$ cat config.mk
export PLATFORM = sky130hd
export DESIGN_NAME = midi_sine_voice_envelope_core_flat
export DESIGN_NICKNAME = d
export VERILOG_FILES = /design/src/sv/msve_pkg.sv /design/src/sv/msve_ifs.sv /design/src/sv/midi_sine_voice_envelope_core.sv /design/src/sv/msve_front.sv /design/src/sv/msve_queue.sv /design/src/sv/msve_back.sv /design/src/flat_wrapper.sv
export SDC_FILE = /design/constraint.sdc
export NUM_CORES = 2
export LEC_CHECK = 0
export CAP_MARGIN = 30
export CORE_ASPECT_RATIO = 0.8
export CORE_UTILIZATION = 32
export DETAILED_ROUTE_END_ITERATION = 10
export DONT_BUFFER_PORTS = 1
export SLEW_MARGIN = 20
export SYNTH_ARGS = -nofsm -noshare
export SYNTH_HDL_FRONTEND = slang
export SYNTH_SLANG_ARGS = --single-unit
export TNS_END_PERCENT = 10
$ cat constraint.sdc
create_clock -name i_clk -period 12.8 [get_ports i_clk]
set_input_delay 1.28 -clock i_clk [delete_from_list [all_inputs] [get_ports i_clk]]
set_output_delay 1.28 -clock i_clk [all_outputs]
set_load 0.02 [all_outputs]
$ cat src/sv/msve_pkg.sv
// Shared types, constants and constant tables of the MIDI sine voice.
// Depends on nothing; every other file of the voice imports it.
`default_nettype none

package msve_pkg;

    // Sine table geometry and sample resolution.
    localparam int unsigned SINE_TABLE_DEPTH = 1024;
    localparam int unsigned SAMPLE_BITS      = 16;
    localparam int unsigned DEPTH_BITS       = $clog2(SINE_TABLE_DEPTH + 1) - 1;
    localparam int unsigned QTR_BITS         = DEPTH_BITS - 2;
    localparam int unsigned QTR_SIZE         = 1 << QTR_BITS;
    localparam int unsigned AMP_BITS         = SAMPLE_BITS - 1;
    localparam longint unsigned AMP_FULL     = (64'd1 << AMP_BITS) - 64'd1;
    localparam longint unsigned HALF_PI_Q30  = 64'd1686629713;

    // Port field widths.
    localparam int unsigned OUT_BITS       = 16;
    localparam int unsigned CFG_INDEX_BITS = 3;
    localparam int unsigned CFG_DATA_BITS  = 32;
    localparam int unsigned STEP_BITS      = 32;
    localparam int unsigned LEN_BITS       = 24;
    localparam int unsigned LEVEL_BITS     = 17;

    // The shared multiplier takes a 32-bit operand and a narrower one.
    localparam int unsigned MULB_BITS = (AMP_BITS > LEVEL_BITS) ? AMP_BITS : LEVEL_BITS;
    localparam int unsigned PROD_BITS = STEP_BITS + MULB_BITS;

    // Configuration register indexes.
    localparam logic [CFG_INDEX_BITS-1:0] CFG_A4_PHASE_STEP  = 3'd0;
    localparam logic [CFG_INDEX_BITS-1:0] CFG_ATTACK_LENGTH  = 3'd1;
    localparam logic [CFG_INDEX_BITS-1:0] CFG_RELEASE_LENGTH = 3'd2;
    localparam logic [CFG_INDEX_BITS-1:0] CFG_ATTACK_SLOPE   = 3'd3;
    localparam logic [CFG_INDEX_BITS-1:0] CFG_RELEASE_SLOPE  = 3'd4;

    // Configuration reset values.
    localparam logic [STEP_BITS-1:0]  A4_STEP_RESET = 32'd39370534;
    localparam logic [LEN_BITS-1:0]   LENGTH_RESET  = 24'd4800;
    localparam logic [LEVEL_BITS-1:0] SLOPE_RESET   = 17'd14;

    // MIDI status nibbles.
    localparam logic [3:0] MIDI_NOTE_ON  = 4'h9;
    localparam logic [3:0] MIDI_NOTE_OFF = 4'h8;

    // Note to octave and semitone: u = note + 3, u / 12 by reciprocal multiply.
    localparam logic [7:0] NOTE_OFFSET  = 8'd3;
    localparam int unsigned RECIP_12    = 171;
    localparam int unsigned RECIP_SHIFT = 11;
    localparam logic [3:0] SEMIS_PER_OCT = 4'd12;
    localparam logic [4:0] SHIFT_BASE   = 5'd22;

    typedef logic [LEVEL_BITS-1:0] t_level;
    typedef logic [AMP_BITS-1:0]   t_amp;
    typedef t_amp   t_qtr_tab  [QTR_SIZE];
    typedef t_level t_peak_tab [128];

    typedef enum logic [1:0] {
        CMD_TICK,
        CMD_NOTE_ON,
        CMD_NOTE_OFF
    } t_cmd_kind;

    // One classified item as it travels from the front end to the back end.
    typedef struct packed {
        t_cmd_kind   kind;
        logic [3:0]  semi;
        logic [4:0]  shift;
        t_level      peak;
    } t_cmd;

    localparam t_level SEMITONE_Q16 [12] = '{
        17'd65536, 17'd69433, 17'd73562, 17'd77936, 17'd82570, 17'd87480,
        17'd92682, 17'd98193, 17'd104032, 17'd110218, 17'd116772, 17'd123715
    };

    localparam longint unsigned TAYLOR_DIV [7] = '{
        64'd6, 64'd20, 64'd42, 64'd72, 64'd110, 64'd156, 64'd210
    };

    // Restoring long division for the constant tables, evaluated at elaboration only.
    function automatic longint unsigned udiv(input longint unsigned num,
                                             input longint unsigned den);
        longint unsigned quo;
        longint unsigned part;
        quo  = '0;
        part = '0;
        for (int b = 63; b >= 0; b--) begin
            part = {part[62:0], num[b]};
            if (part >= den) begin
                part   = part - den;
                quo[b] = 1'b1;
            end
        end
        return quo;
    endfunction

    // Q30 Taylor series of sin(x), evaluated at elaboration only.
    function automatic longint unsigned sin_q30(input longint unsigned x);
        longint unsigned x2;
        longint unsigned term;
        longint          sum;
        x2   = (x * x) >> 30;
        term = x;
        sum  = longint'(x);
        for (int k = 1; k <= 7; k++) begin
            term = udiv((term * x2) >> 30, TAYLOR_DIV[k-1]);
            if (k[0]) begin
                sum = sum - longint'(term);
            end else begin
                sum = sum + longint'(term);
            end
        end
        if (sum < 0) begin
            sum = 0;
        end
        if (sum > (longint'(1) << 30)) begin
            sum = longint'(1) << 30;
        end
        return longint'(sum);
    endfunction

    function automatic t_amp sine_entry(input int unsigned i);
        longint unsigned ang;
        ang = (longint'(i) * HALF_PI_Q30 + longint'(QTR_SIZE / 2)) >> QTR_BITS;
        return AMP_BITS'((sin_q30(ang) * AMP_FULL + (64'd1 << 29)) >> 30);
    endfunction

    function automatic t_qtr_tab build_qtr_tab();
        t_qtr_tab tab;
        for (int unsigned i = 0; i < QTR_SIZE; i++) begin
            tab[i] = sine_entry(i);
        end
        return tab;
    endfunction

    function automatic t_peak_tab build_peak_tab();
        t_peak_tab tab;
        for (int unsigned v = 0; v < 128; v++) begin
            tab[v] = LEVEL_BITS'(udiv(longint'(v) * 64'd65536 + 64'd63, 64'd127));
        end
        return tab;
    endfunction

    // Quarter wave without its last point; the peak point is kept apart.
    localparam t_qtr_tab  SINE_QTR  = build_qtr_tab();
    localparam t_amp      SINE_PEAK = sine_entry(QTR_SIZE);
    localparam t_peak_tab PEAK_TAB  = build_peak_tab();

endpackage

`default_nettype wire

$ cat src/sv/msve_ifs.sv
// Handshake channels of the MIDI sine voice: MIDI/tick input, sample output
// and configuration writes. Depends on msve_pkg.
`default_nettype none

interface msve_in_if;
    import msve_pkg::*;
    logic       valid;
    logic       ready;
    logic       operation;
    logic [7:0] midi_status;
    logic [6:0] midi_note;
    logic [6:0] midi_velocity;
    modport source (output valid, operation, midi_status, midi_note, midi_velocity,
                    input ready);
    modport sink   (input valid, operation, midi_status, midi_note, midi_velocity,
                    output ready);
endinterface

interface msve_out_if;
    import msve_pkg::*;
    logic                       valid;
    logic                       ready;
    logic signed [OUT_BITS-1:0] sample;
    modport source (output valid, sample, input ready);
    modport sink   (input valid, sample, output ready);
endinterface

interface msve_cfg_if;
    import msve_pkg::*;
    logic                      valid;
    logic                      ready;
    logic [CFG_INDEX_BITS-1:0] index;
    logic [CFG_DATA_BITS-1:0]  data;
    modport source (output valid, index, data, input ready);
    modport sink   (input valid, index, data, output ready);
endinterface

`default_nettype wire

$ cat src/sv/midi_sine_voice_envelope_core.sv
// Top level of one MIDI-driven sine voice with attack/release envelope.
// Depends on msve_pkg, the channel interfaces, msve_front, msve_queue, msve_back.
//
// Each input word is a MIDI event or a sample tick. Note-on (status 0x9n,
// velocity nonzero) sets pitch and peak level and starts the attack; note-off
// (0x8n, or 0x9n with velocity zero) starts the release; other status bytes
// are dropped. Every tick yields one signed 16-bit sample; MIDI events yield
// none. The front end classifies and registers a word and hands it through
// a four-word queue to the back end, which works on one command at a time
// with a single shared multiplier: a tick passes the fetch, envelope,
// multiply and emit states, a note-on fetch and note, a note-off fetch only.
// The input is taken while a finished sample still waits in the output
// register. Configuration is written with index 0 = A4 phase step, 1 = attack
// length, 2 = release length, 3 = attack slope, 4 = release slope; the user
// must write it only while the voice is idle, as the block does not enforce it.
`default_nettype none

module midi_sine_voice_envelope_core (
    input  logic       i_clk,
    input  logic       i_rst_n,
    msve_in_if.sink    i_midi,
    msve_cfg_if.sink   i_cfg,
    msve_out_if.source o_smp
);
    import msve_pkg::*;

    logic q_full;
    logic q_empty;
    logic q_push;
    logic q_pop;
    t_cmd push_cmd;
    t_cmd head_cmd;

    msve_front u_front (
        .i_clk    (i_clk),
        .i_rst_n  (i_rst_n),
        .i_midi   (i_midi),
        .i_q_full (q_full),
        .o_push   (q_push),
        .o_cmd    (push_cmd)
    );

    msve_queue u_queue (
        .i_clk   (i_clk),
        .i_rst_n (i_rst_n),
        .i_push  (q_push),
        .i_cmd   (push_cmd),
        .o_full  (q_full),
        .i_pop   (q_pop),
        .o_head  (head_cmd),
        .o_empty (q_empty)
    );

    msve_back u_back (
        .i_clk     (i_clk),
        .i_rst_n   (i_rst_n),
        .i_cfg     (i_cfg),
        .o_smp     (o_smp),
        .i_q_empty (q_empty),
        .i_head    (head_cmd),
        .o_pop     (q_pop)
    );

endmodule

`default_nettype wire

$ cat src/sv/msve_front.sv
// Front end: accepts input words, drops unknown MIDI status, and turns the
// rest into commands with octave shift, semitone and peak level precomputed.
// Depends on msve_pkg and msve_in_if.
`default_nettype none

module msve_front (
    input  logic           i_clk,
    input  logic           i_rst_n,
    msve_in_if.sink        i_midi,
    input  logic           i_q_full,
    output logic           o_push,
    output msve_pkg::t_cmd o_cmd
);
    import msve_pkg::*;

    logic        r_valid;
    t_cmd        r_cmd;
    t_cmd        cmd;
    logic        keep;
    logic        accept;
    logic [7:0]  u;
    logic [14:0] u_scaled;
    logic [3:0]  octave;
    logic [7:0]  rem;

    assign o_push       = r_valid && !i_q_full;
    assign o_cmd        = r_cmd;
    assign i_midi.ready = !r_valid || !i_q_full;
    assign accept       = i_midi.valid && i_midi.ready;

    always_comb begin
        u        = {1'b0, i_midi.midi_note} + NOTE_OFFSET;
        u_scaled = 15'(u * 15'(RECIP_12));
        octave   = 4'(u_scaled >> RECIP_SHIFT);
        rem      = u - 8'(octave * SEMIS_PER_OCT);

        cmd       = '0;
        cmd.semi  = rem[3:0];
        cmd.shift = SHIFT_BASE - {1'b0, octave};
        cmd.peak  = PEAK_TAB[i_midi.midi_velocity];
        keep      = 1'b1;
        if (i_midi.operation) begin
            cmd.kind = CMD_TICK;
        end else if (i_midi.midi_status[7:4] == MIDI_NOTE_ON && i_midi.midi_velocity != '0) begin
            cmd.kind = CMD_NOTE_ON;
        end else if (i_midi.midi_status[7:4] == MIDI_NOTE_ON ||
                     i_midi.midi_status[7:4] == MIDI_NOTE_OFF) begin
            cmd.kind = CMD_NOTE_OFF;
        end else begin
            cmd.kind = CMD_TICK;
            keep     = 1'b0;
        end
    end

    always_ff @(posedge i_clk) begin
        if (!i_rst_n) begin
            r_valid <= 1'b0;
        end else begin
            if (accept && keep) begin
                r_valid <= 1'b1;
                r_cmd   <= cmd;
            end else if (o_push) begin
                r_valid <= 1'b0;
            end
        end
    end

endmodule

`default_nettype wire

$ cat src/sv/msve_queue.sv
// Four-word command queue between the front end and the back end.
// Depends on msve_pkg.
`default_nettype none

module msve_queue (
    input  logic           i_clk,
    input  logic           i_rst_n,
    input  logic           i_push,
    input  msve_pkg::t_cmd i_cmd,
    output logic           o_full,
    input  logic           i_pop,
    output msve_pkg::t_cmd o_head,
    output logic           o_empty
);
    import msve_pkg::*;

    t_cmd       r_mem [4];
    logic [1:0] r_wr_ptr;
    logic [1:0] r_rd_ptr;
    logic [2:0] r_count;

    assign o_full  = r_count == 3'd4;
    assign o_empty = r_count == 3'd0;
    assign o_head  = r_mem[r_rd_ptr];

    always_ff @(posedge i_clk) begin
        if (i_push) begin
            r_mem[r_wr_ptr] <= i_cmd;
        end
    end

    always_ff @(posedge i_clk) begin
        if (!i_rst_n) begin
            r_wr_ptr <= '0;
            r_rd_ptr <= '0;
            r_count  <= '0;
        end else begin
            if (i_push) begin
                r_wr_ptr <= r_wr_ptr + 2'd1;
            end
            if (i_pop) begin
                r_rd_ptr <= r_rd_ptr + 2'd1;
            end
            case ({i_push, i_pop})
                2'b10:   r_count <= r_count + 3'd1;
                2'b01:   r_count <= r_count - 3'd1;
                default: r_count <= r_count;
            endcase
        end
    end

endmodule

`default_nettype wire

$ cat src/sv/msve_back.sv
// Back end: configuration registers, envelope, phase accumulator, sine
// lookup and the output sample register, around one shared multiplier.
// Depends on msve_pkg, msve_cfg_if and msve_out_if.
`default_nettype none

module msve_back (
    input  logic           i_clk,
    input  logic           i_rst_n,
    msve_cfg_if.sink       i_cfg,
    msve_out_if.source     o_smp,
    input  logic           i_q_empty,
    input  msve_pkg::t_cmd i_head,
    output logic           o_pop
);
    import msve_pkg::*;

    typedef enum logic [2:0] {
        ST_FETCH,
        ST_NOTE,
        ST_ENV,
        ST_MUL,
        ST_EMIT
    } t_state;

    typedef enum logic [1:0] {
        ENV_IDLE,
        ENV_ATTACK,
        ENV_RELEASE
    } t_env_stage;

    // Configuration.
    logic [STEP_BITS-1:0] r_a4_step;
    logic [LEN_BITS-1:0]  r_att_len;
    logic [LEN_BITS-1:0]  r_rel_len;
    t_level               r_att_slope;
    t_level               r_rel_slope;

    // Voice state.
    t_state               r_state;
    t_env_stage           r_stage;
    logic [LEN_BITS-1:0]  r_pos;
    logic [STEP_BITS-1:0] r_phase;
    logic [STEP_BITS-1:0] r_step;
    t_level               r_level;
    t_level               r_peak;

    // Work registers.
    t_cmd                     r_cmd;
    logic [PROD_BITS-1:0]     r_prod;
    t_amp                     r_amp;
    logic                     r_neg;
    logic                     r_out_valid;
    logic [OUT_BITS-1:0]      r_out_sample;

    logic [STEP_BITS-1:0]     mul_a;
    logic [MULB_BITS-1:0]     mul_b;
    logic [PROD_BITS-1:0]     prod;
    logic [PROD_BITS-1:0]     rnd_sum;
    logic [STEP_BITS-1:0]     n_step;
    logic [PROD_BITS-1:0]     env_prod;
    logic [LEN_BITS-1:0]      n_pos;
    t_env_stage               n_stage;
    t_level                   n_level;
    logic [DEPTH_BITS-1:0]    tab_idx;
    logic [QTR_BITS-1:0]      off;
    logic [QTR_BITS-1:0]      off_mirror;
    t_amp                     n_amp;
    logic [PROD_BITS-1:0]     smp_rnd;
    logic [OUT_BITS-1:0]      mag16;
    logic [OUT_BITS-1:0]      n_sample;
    logic                     emit;

    assign i_cfg.ready  = 1'b1;
    assign o_smp.valid  = r_out_valid;
    assign o_smp.sample = r_out_sample;
    assign o_pop        = (r_state == ST_FETCH) && !i_q_empty;
    assign emit         = (r_state == ST_EMIT) && (!r_out_valid || o_smp.ready);

    // One multiplier serves the note pitch, the envelope ramp and the sample.
    always_comb begin
        if (r_state == ST_MUL) begin
            mul_a = STEP_BITS'(r_level);
            mul_b = MULB_BITS'(r_amp);
        end else if (i_head.kind == CMD_NOTE_ON) begin
            mul_a = r_a4_step;
            mul_b = MULB_BITS'(SEMITONE_Q16[i_head.semi]);
        end else begin
            mul_a = STEP_BITS'(r_pos);
            mul_b = (r_stage == ENV_RELEASE) ? MULB_BITS'(r_rel_slope)
                                             : MULB_BITS'(r_att_slope);
        end
        prod = PROD_BITS'(mul_a) * PROD_BITS'(mul_b);
    end

    // Rounded right shift of the scaled A4 step by the octave.
    always_comb begin
        rnd_sum = r_prod + (PROD_BITS'(1) << (r_cmd.shift - 5'd1));
        n_step  = STEP_BITS'(rnd_sum >> r_cmd.shift);
    end

    // Envelope step for one tick.
    always_comb begin
        env_prod = r_prod;
        n_pos    = r_pos;
        n_stage  = r_stage;
        n_level  = r_level;
        case (r_stage)
            ENV_ATTACK: begin
                n_level = (env_prod < PROD_BITS'(r_peak)) ? LEVEL_BITS'(env_prod) : r_peak;
                n_pos   = r_pos + LEN_BITS'(1);
                if (n_pos >= r_att_len) begin
                    n_stage = ENV_IDLE;
                end
            end
            ENV_RELEASE: begin
                n_level = (env_prod < PROD_BITS'(r_peak))
                        ? r_peak - LEVEL_BITS'(env_prod) : '0;
                n_pos   = r_pos + LEN_BITS'(1);
                if (n_pos >= r_rel_len) begin
                    n_stage = ENV_IDLE;
                    n_level = '0;
                end
            end
            default: begin
                n_level = r_level;
            end
        endcase
    end

    // Quarter-wave lookup; odd quadrants run the table backwards.
    always_comb begin
        tab_idx    = r_phase[STEP_BITS-1 -: DEPTH_BITS];
        off        = tab_idx[QTR_BITS-1:0];
        off_mirror = -off;
        if (!tab_idx[DEPTH_BITS-2]) begin
            n_amp = SINE_QTR[off];
        end else if (off == '0) begin
            n_amp = SINE_PEAK;
        end else begin
            n_amp = SINE_QTR[off_mirror];
        end
    end

    always_comb begin
        smp_rnd  = r_prod + (PROD_BITS'(1) << 15);
        mag16    = smp_rnd[16 +: OUT_BITS];
        n_sample = r_neg ? -mag16 : mag16;
    end

    always_ff @(posedge i_clk) begin
        if (!i_rst_n) begin
            r_a4_step   <= A4_STEP_RESET;
            r_att_len   <= LENGTH_RESET;
            r_rel_len   <= LENGTH_RESET;
            r_att_slope <= SLOPE_RESET;
            r_rel_slope <= SLOPE_RESET;
        end else if (i_cfg.valid) begin
            case (i_cfg.index)
                CFG_A4_PHASE_STEP:  r_a4_step   <= i_cfg.data;
                CFG_ATTACK_LENGTH:  r_att_len   <= i_cfg.data[LEN_BITS-1:0];
                CFG_RELEASE_LENGTH: r_rel_len   <= i_cfg.data[LEN_BITS-1:0];
                CFG_ATTACK_SLOPE:   r_att_slope <= i_cfg.data[LEVEL_BITS-1:0];
                CFG_RELEASE_SLOPE:  r_rel_slope <= i_cfg.data[LEVEL_BITS-1:0];
                default: ;
            endcase
        end
    end

    always_ff @(posedge i_clk) begin
        if (!i_rst_n) begin
            r_state     <= ST_FETCH;
            r_stage     <= ENV_IDLE;
            r_pos       <= '0;
            r_phase     <= '0;
            r_step      <= '0;
            r_level     <= '0;
            r_peak      <= '0;
            r_out_valid <= 1'b0;
        end else begin
            if (emit) begin
                r_out_valid <= 1'b1;
            end else if (o_smp.valid && o_smp.ready) begin
                r_out_valid <= 1'b0;
            end
            case (r_state)
                ST_FETCH: begin
                    if (!i_q_empty) begin
                        r_cmd  <= i_head;
                        r_prod <= prod;
                        case (i_head.kind)
                            CMD_NOTE_ON: r_state <= ST_NOTE;
                            CMD_TICK:    r_state <= ST_ENV;
                            CMD_NOTE_OFF: begin
                                r_stage <= ENV_RELEASE;
                                r_pos   <= '0;
                            end
                            default: ;
                        endcase
                    end
                end
                ST_NOTE: begin
                    r_step  <= n_step;
                    r_peak  <= r_cmd.peak;
                    r_stage <= ENV_ATTACK;
                    r_pos   <= '0;
                    r_state <= ST_FETCH;
                end
                ST_ENV: begin
                    r_level <= n_level;
                    r_pos   <= n_pos;
                    r_stage <= n_stage;
                    r_amp   <= n_amp;
                    r_neg   <= tab_idx[DEPTH_BITS-1];
                    r_state <= ST_MUL;
                end
                ST_MUL: begin
                    r_prod  <= prod;
                    r_state <= ST_EMIT;
                end
                ST_EMIT: begin
                    // Wait for the output word to be taken before overwriting it.
                    if (emit) begin
                        r_out_sample <= n_sample;
                        r_phase      <= r_phase + r_step;
                        r_state      <= ST_FETCH;
                    end
                end
                default: r_state <= ST_FETCH;
            endcase
        end
    end

endmodule

`default_nettype wire
$ cat src/flat_wrapper.sv
// flat-port wrapper written by rule: the top's interface ports become plain ports
module midi_sine_voice_envelope_core_flat import msve_pkg::*;
  (i_clk, i_rst_n, i_midi_valid, i_midi_operation, i_midi_midi_status, i_midi_midi_note, i_midi_midi_velocity, i_midi_ready, i_cfg_valid, i_cfg_index, i_cfg_data, i_cfg_ready, o_smp_valid, o_smp_sample, o_smp_ready);
  msve_in_if i_midi_i ();
  msve_cfg_if i_cfg_i ();
  msve_out_if o_smp_i ();
  input  logic i_clk;
  input  logic i_rst_n;
  input wire logic [$bits(i_midi_i.valid)-1:0] i_midi_valid;
  input wire logic [$bits(i_midi_i.operation)-1:0] i_midi_operation;
  input wire logic [$bits(i_midi_i.midi_status)-1:0] i_midi_midi_status;
  input wire logic [$bits(i_midi_i.midi_note)-1:0] i_midi_midi_note;
  input wire logic [$bits(i_midi_i.midi_velocity)-1:0] i_midi_midi_velocity;
  output wire logic [$bits(i_midi_i.ready)-1:0] i_midi_ready;
  input wire logic [$bits(i_cfg_i.valid)-1:0] i_cfg_valid;
  input wire logic [$bits(i_cfg_i.index)-1:0] i_cfg_index;
  input wire logic [$bits(i_cfg_i.data)-1:0] i_cfg_data;
  output wire logic [$bits(i_cfg_i.ready)-1:0] i_cfg_ready;
  output wire logic [$bits(o_smp_i.valid)-1:0] o_smp_valid;
  output wire logic [$bits(o_smp_i.sample)-1:0] o_smp_sample;
  input wire logic [$bits(o_smp_i.ready)-1:0] o_smp_ready;
  assign i_midi_i.valid = i_midi_valid;
  assign i_midi_i.operation = i_midi_operation;
  assign i_midi_i.midi_status = i_midi_midi_status;
  assign i_midi_i.midi_note = i_midi_midi_note;
  assign i_midi_i.midi_velocity = i_midi_midi_velocity;
  assign i_midi_ready = i_midi_i.ready;
  assign i_cfg_i.valid = i_cfg_valid;
  assign i_cfg_i.index = i_cfg_index;
  assign i_cfg_i.data = i_cfg_data;
  assign i_cfg_ready = i_cfg_i.ready;
  assign o_smp_valid = o_smp_i.valid;
  assign o_smp_sample = o_smp_i.sample;
  assign o_smp_i.ready = o_smp_ready;
  midi_sine_voice_envelope_core u_core (.i_clk(i_clk), .i_rst_n(i_rst_n), .i_midi(i_midi_i), .i_cfg(i_cfg_i), .o_smp(o_smp_i));
endmodule
* After elaboration in Yosys (flattened, before gate mapping)
Memory sizes are Yosys's and may differ from the RTL's. A register that Yosys moved wholly into a read port is not among the register bits.
Index checks and enable logic that the tools add are counted.
** Operators by class
- Add/sub/neg operators :: 15
- Multipliers :: 3
- Magnitude comparators :: 6
- Equality and inequality tests :: 25
- Shift-type cells :: 2
- Muxes and demuxes :: 48
- Bitwise operators :: 5
- Reduce and logical (&&, ||, !) cells :: 43
** Operators with widths (number)
- 17-bit 2-to-1 mux :: 8
- 49-bit one-hot mux with 2 select lines :: 1
- 15-bit 2-to-1 mux :: 6
- 24-bit 2-to-1 mux :: 3
- 24-bit one-hot mux with 3 select lines :: 1
- 32-bit 2-to-1 mux :: 2
- 49-bit adder :: 1
- 49-bit by 17-bit less-than comparator with 1-bit output :: 1
- 32-bit by 17-bit multiplier with 49-bit output :: 1
- 49-bit 2-to-1 mux :: 1
- 1-bit by 5-bit << shifter with 49-bit output (first input constant) :: 1
- 49-bit by 5-bit right shift with 32-bit output :: 1
- 24-bit >= comparator :: 2
- 17-bit one-hot mux with 2 select lines :: 1
- 32-bit by 16-bit adder with 32-bit output (second input constant) :: 1
- 32-bit adder :: 1
- 24-bit by 1-bit adder with 24-bit output (second input constant) :: 1
- 9-bit >= comparator (second input constant) :: 2
- 8-bit inverter with 9-bit output :: 2
- 2-bit AND reduction :: 9
- 17-bit subtractor :: 1
- 16-bit 2-to-1 mux :: 1
- 16-bit negation :: 1
- 8-bit by 8-bit multiplier with 15-bit output (second input constant) :: 1
- 44 further kinds :: 97
** Storage, ports and cells
- Bits in registers :: 364
- Memory bits (writable) :: 112
- Bits in read-only memories :: 10128
- Word-level logic and storage cells :: 179
- Memories kept :: 5
** Memories
- (name not given) :: words 256, bits a word 15, read ports 1, clocked after memory_dff 0, write ports 0, line msve_back.sv:140 : n_amp = SINE_QTR[off_mirror];
- (name not given) :: words 256, bits a word 15, read ports 1, clocked after memory_dff 0, write ports 0, line msve_back.sv:136 : n_amp = SINE_QTR[off];
- (name not given) :: words 128, bits a word 17, read ports 1, clocked after memory_dff 1, write ports 0, line msve_front.sv:40 : cmd.peak = PEAK_TAB[i_midi.midi_velocity];
- (name not given) :: words 16, bits a word 17, read ports 1, clocked after memory_dff 0, write ports 0, line msve_back.sv:86 : mul_b = MULB_BITS'(SEMITONE_Q16[i_head.semi]);
- u_core.u_queue.r_mem :: words 4, bits a word 28, read ports 1, clocked after memory_dff 1, write ports 1, line msve_queue.sv:17 : t_cmd r_mem [4];

* Logic depth before layout (Yosys ltp)
- Depth in word-level cells :: 9
- Gate-level depth with buffers :: 35
- Depth with buffers taken out :: 33

* Modules after synthesis
A second synthesis with hierarchy kept.
** Unflattened totals
- Cells, all modules :: 6817
- Area, all modules :: 55414.4 µm²
** By module, submodules not included
- msve_back :: instances 1, cells each 6386, area an instance 48366.4 µm²
- msve_queue :: instances 1, cells each 192, area an instance 4540.6 µm²
- msve_front :: instances 1, cells each 239, area an instance 2507.4 µm²

* Worst setup path before layout
No wires, ideal clock.
- Kind :: register to register
- Start point :: register with a tool-made name
- End point :: register u_core.u_back.r_prod[46], in the netlist u_core.u_back.env_prod[46], data pin
- Setup time :: 0.258 ns
- Arrival :: 8.165 ns
- Data required time :: 12.542 ns
- Setup slack :: 4.377 ns
- Cell stages (with the launch flop) :: 32
- Path buffers :: 3
- Period minus slack after synthesis :: 8.423 ns
- Path through :: dfxtp_1 buf_2 mux4_2 nor2b_1 clkbuf_1 buf_1 mux2i_1 nand2_1 o21ai_1 nor2_1 fa_1 inv_1 fa_1 fa_1 inv_1 fa_1 fa_1 inv_1 fa_1 inv_1 ha_1 nand2_1 nor2_1 a211oi_1 a2111oi_0 o41ai_2 o21ai_1 a221o_1 a31oi_1 o31ai_1 o22ai_1 xnor2_1
** RTL lines
- end signal, assigned :: line msve_back.sv:189 : r_prod <= prod;
- end signal, assigned :: line msve_back.sv:217 : r_prod <= prod;
- end, declared :: line msve_back.sv:49 : logic [PROD_BITS-1:0] r_prod;

==> PnR_summary.wiki <==
{| class="wikitable"
! Metric !! Value
|-
| Unrepaired setup endpoints after global routing || false
|-
| Number of synthesized flops with an enable pin || 225
|-
| Pin count of the biggest net entering global routing || approximately 240
|-
| Number of core rows || 135
|-
| Critical path class || reg2reg
|-
| Count of max-cap constraint violations || 0
|-
| Fraction of the yosys area taken by sequential cells || 0.213
|-
| Internal cell power || 4.94 mW
|-
| Synth Instances || 6727
|-
| Register bit count reported by yosys || 474
|-
| End point of the critical path || u_core.u_back.env_prod[47]$_DFFE_PP_
|-
| Worst reg-to-reg setup slack || roughly 1500 ps
|-
| Worst ir drop on vdd || 137 uV
|-
| Syn. warnings || 0
|-
| Static power due to leakage || between 20 and 25 nW
|-
| Worst hold-check path type || reg2reg
|-
| Count of endpoints failing hold in the final timing report || 0
|-
| Wire length of the first global-routing pass || 298000 um
|-
| Maximum operating frequency || just under 90 MHz
|-
| H-tree depth reported by CTS || 2
|-
| Switching Fraction || 0.498
|-
| Slew HR || 0.273
|-
| Initial cell density of the core || 0.324
|-
| FF-to-FF path depth || 32
|-
| Setup tns final || 0 ps
|-
| Dominant cell type by count on the critical path || sky130_fd_sc_hd__fa_1
|-
| DR vias/cell || 5.67
|-
| Net count of the finished layout || 7385
|-
| Final worst-path cycle share || 0.880
|-
| Synth Area per Inst || 8.18 um2
|-
| Slew at the pin closest to its max-slew limit || roughly 1100 ps
|-
| Arrival time of the worst setup path || around 12000 ps
|-
| DIE HEIGHT || 373 um
|-
| Antenna violations before repair || 6
|-
| Number of distinct library cells after synthesis || 105
|-
| Die X-Extent || 466 um
|-
| Post-detailed-routing wire length || approximately 200000 um
|-
| DRC marker count from the first detailed-route iteration || 6229
|-
| Synth top area cells || sky130_fd_sc_hd__fa_1 (17%), sky130_fd_sc_hd__edfxtp_1 (12%), sky130_fd_sc_hd__dfxtp_1 (9.1%), sky130_fd_sc_hd__ha_1 (8.5%), sky130_fd_sc_hd__nand2_1 (6.9%)
|-
| Number of nets still failing antenna checks after routing || 0
|-
| Worst stage delay on the critical path || approximately 840 ps
|-
| Post-synth ARST share || 0
|-
| Instance area after placement || around 57000 um2
|-
| Worst clock skew || 63.4 ps
|-
| Largest area contributor in the netlist || sky130_fd_sc_hd__fa_1
|-
| Setup Buffers After CTS || 0
|-
| Maximum root-to-sink buffer count || 3
|-
| Switching power total || 4.90 mW
|-
| Routed length per instance || 22.4 um
|-
| Number of inserted filler cells in the final layout || 17800
|-
| Most frequently used flop master after synthesis || sky130_fd_sc_hd__dfxtp_1
|-
| Sum of overflow across all layers after global routing || 0
|-
| Clock sink count || 474
|-
| Placer Congestion || 0.987
|-
| Most frequent cells after synthesis || sky130_fd_sc_hd__nand2_1 (1009), sky130_fd_sc_hd__inv_1 (698), sky130_fd_sc_hd__nor2_1 (610), sky130_fd_sc_hd__fa_1 (464), sky130_fd_sc_hd__a21oi_1 (398)
|-
| Library cell used as clock root buffer || sky130_fd_sc_hd__clkbuf_16
|-
| Cell area power density || between 150 and 200 nW/um2
|-
| Status || finished clean
|-
| I/O pin cnt || 82
|-
| HPWL reported at the end of detailed placement || 150000 um
|-
| Final setup vio count || 0
|-
| Largest fanout on the critical path || 13
|-
| Most common cell in the netlist || sky130_fd_sc_hd__nand2_1
|-
| Relative contribution of the clock network to total power || 0.164
|-
| CTS buffer count || between 50 and 60
|-
| Layout cells sized above 1 || 0.0587
|-
| Clk pin slew, worst setup/hold paths || 60 ps
|-
| Buf/Inv on CP || 5
|-
| Die Outline Area || 174000 um2
|-
| CTS tree || done
|-
| DRT Pass-1 Iters || 7
|-
| Insertion delay to the later sink of the worst-skew pair || 710 ps
|-
| Cell with the biggest individual delay on the critical path || sky130_fd_sc_hd__o21a_1
|-
| Final Critical Period || 11270 ps
|-
| Count of vias placed by the detailed router || approximately 50000
|-
| Combinational cell fraction of total power || 0.616
|-
| Register share of total power || 0.219
|-
| Overall track demand over capacity in global routing || 0.221
|-
| Post-Syn Nets || 7627
|-
| Post-cts resize count || 0
|-
| R2r endpoint || u_core.u_back.env_prod[47]$_DFFE_PP_
|-
| Pins Over Slew Limit || 0
|-
| Count of hold buffers inserted by post-cts repair || 0
|-
| WP depth || 32
|-
| Area of the placeable core || about 170000 um2
|-
| Final instance area || 59200 um2
|-
| Type of element capturing the critical path || flip-flop
|-
| Type of origin of the critical path || flip-flop
|-
| Area of the multi-input gates || between 30000 and 40000 um2
|-
| Total DRC errors in the routed layout || 0
|-
| Crit path required time || 13230 ps
|-
| Total of buffers placed on input and output ports || 0
|-
| Synth top area share || 0.169
|-
| Layout overhead on the synthesized area || 7.67%
|-
| Family with the most delay on the worst path || compound AO/OA/AOI/OAI gates
|-
| Number of global-route vias before repair || 47500
|-
| Synthesized area || 55000 um2
|-
| Sequential cell area || 11800 um2
|}
-- kinds of logic after synthesis --
logic type	Yosys count	share of synthesized area
buffers and inverters	1128	0.0778
other	1	0.0000682
DFF	474	0.213
xor gates and xnor gates	204	0.0325
and+or+nand+nor	2253	0.178
adders and majority gates	837	0.254
muxes	170	0.0451
AOI/OAI and AO/OA	1660	0.199
-- metrics by stage --
stage	power (mW)	instances	utilization	hold WS, ps	worst slack [ps]
5_1_grt	10.5	8790	0.349	475	963
6_report	9.84	8794	0.349	455	1530
2_1_floorplan	6.13	6727	-	417	4380
3_3_place_gp	8.01	8667	0.336	429	1850
4_1_cts	9.75	8777	0.348	456	1840
3_5_place_dp	8.10	8677	0.337	440	1860
-- cells in the final DEF (no fill, tap or decap), types with 27 or more instances in the layout --
cell type	Yosys	routed
sky130_fd_sc_hd__a21o_1	86	86
sky130_fd_sc_hd__a22oi_1	38	38
sky130_fd_sc_hd__o22ai_1	38	38
sky130_fd_sc_hd__nand2_1	1009	1009
sky130_fd_sc_hd__nand3_1	158	157
sky130_fd_sc_hd__buf_4	3	110
sky130_fd_sc_hd__o21a_1	47	47
sky130_fd_sc_hd__mux2i_1	91	89
sky130_fd_sc_hd__nor3_1	97	97
sky130_fd_sc_hd__and2_1	86	87
sky130_fd_sc_hd__a21boi_0	124	123
sky130_fd_sc_hd__inv_1	698	697
sky130_fd_sc_hd__a21oi_1	398	397
sky130_fd_sc_hd__fa_1	464	464
sky130_fd_sc_hd__a31oi_1	53	53
sky130_fd_sc_hd__nor2b_1	55	53
sky130_fd_sc_hd__dfxtp_1	249	241
sky130_fd_sc_hd__edfxtp_1	225	225
sky130_fd_sc_hd__o31ai_1	27	27
sky130_fd_sc_hd__o21ai_1	29	30
sky130_fd_sc_hd__nand4_1	37	37
sky130_fd_sc_hd__a221oi_1	28	28
sky130_fd_sc_hd__nor2_1	610	608
sky130_fd_sc_hd__o221ai_1	34	34
sky130_fd_sc_hd__nand2b_1	37	37
sky130_fd_sc_hd__ha_1	373	369
sky130_fd_sc_hd__mux4_2	60	60
sky130_fd_sc_hd__xor2_1	67	65
sky130_fd_sc_hd__clkbuf_16	0	55
sky130_fd_sc_hd__a211oi_1	92	91
sky130_fd_sc_hd__o21ai_0	341	338
sky130_fd_sc_hd__and3_1	45	45
sky130_fd_sc_hd__o211ai_1	90	90
sky130_fd_sc_hd__xnor2_1	137	131
sky130_fd_sc_hd__a311oi_1	29	29
-- power by group through the flow --
stage | Sequential (mW) | Clock [mW] | Combinational, mW
global route | 2.17 | 1.71 | 6.62
finish | 2.16 | 1.62 | 6.06
global placement | 2.18 | 0 | 5.83
floorplan | 2.05 | 0 | 4.08
CTS | 2.15 | 1.65 | 5.94
detailed placement | 2.18 | 0 | 5.92
-- final cells by class --
class	instances	area share
Multi-Input combinational cell	5125	0.661
Sequential cell	474	0.199
Tap cell	2260	0.0477
Inverter	708	0.0449
Clock buffer	75	0.0257
Timing Repair Buffer	123	0.0172
Clock inverter	25	0.00475
Antenna cell	4	0.000169
-- registers in the layout, summed over array words and instances, names as in the netlist, 3 cells and up, named ones only --
register and flops:
u_core.u_back.env_prod 49, u_core.u_back.o_smp.sample 16, u_core.u_back.r_a4_step 32, u_core.u_back.r_amp 15, u_core.u_back.r_att_len 24, u_core.u_back.r_att_slope 17, u_core.u_back.r_cmd 19, u_core.u_back.r_level 17
u_core.u_back.r_peak 14, u_core.u_back.r_phase 32, u_core.u_back.r_pos 24, u_core.u_back.r_rel_len 24, u_core.u_back.r_rel_slope 17, u_core.u_back.r_state 3, u_core.u_back.r_step 32, u_core.u_front.o_cmd 25
u_core.u_queue.r_count 3, u_core.u_queue.r_mem 100
-- worst min-delay path by stage --
stage	start	cells after the start	end
after floorplan	u_core.u_back.r_phase[31]$_SDFFE_PN0P_	0	u_core.u_back.r_neg$_DFFE_PP_
after global placement	u_core.u_back.r_phase[31]$_SDFFE_PN0P_	0	u_core.u_back.r_neg$_DFFE_PP_
after detailed placement	u_core.u_back.r_phase[31]$_SDFFE_PN0P_	0	u_core.u_back.r_neg$_DFFE_PP_
after CTS	u_core.u_back.r_phase[31]$_SDFFE_PN0P_	0	u_core.u_back.r_neg$_DFFE_PP_
after global routing	u_core.u_back.r_phase[31]$_SDFFE_PN0P_	0	u_core.u_back.r_neg$_DFFE_PP_
final	u_core.u_back.r_phase[31]$_SDFFE_PN0P_	0	u_core.u_back.r_neg$_DFFE_PP_
-- per-layer routing --
layer | GRT usage | vias up | wire length [um]
met1 | 0.330 | 24300 | 89200
li1 | - | 22600 | -
met5 | 0 | - | 21
met4 | 0.0556 | 4 | 4870
met2 | 0.306 | 2570 | 78900
met3 | 0.0625 | 305 | 24300
Power figures use the tool's default switching activity.
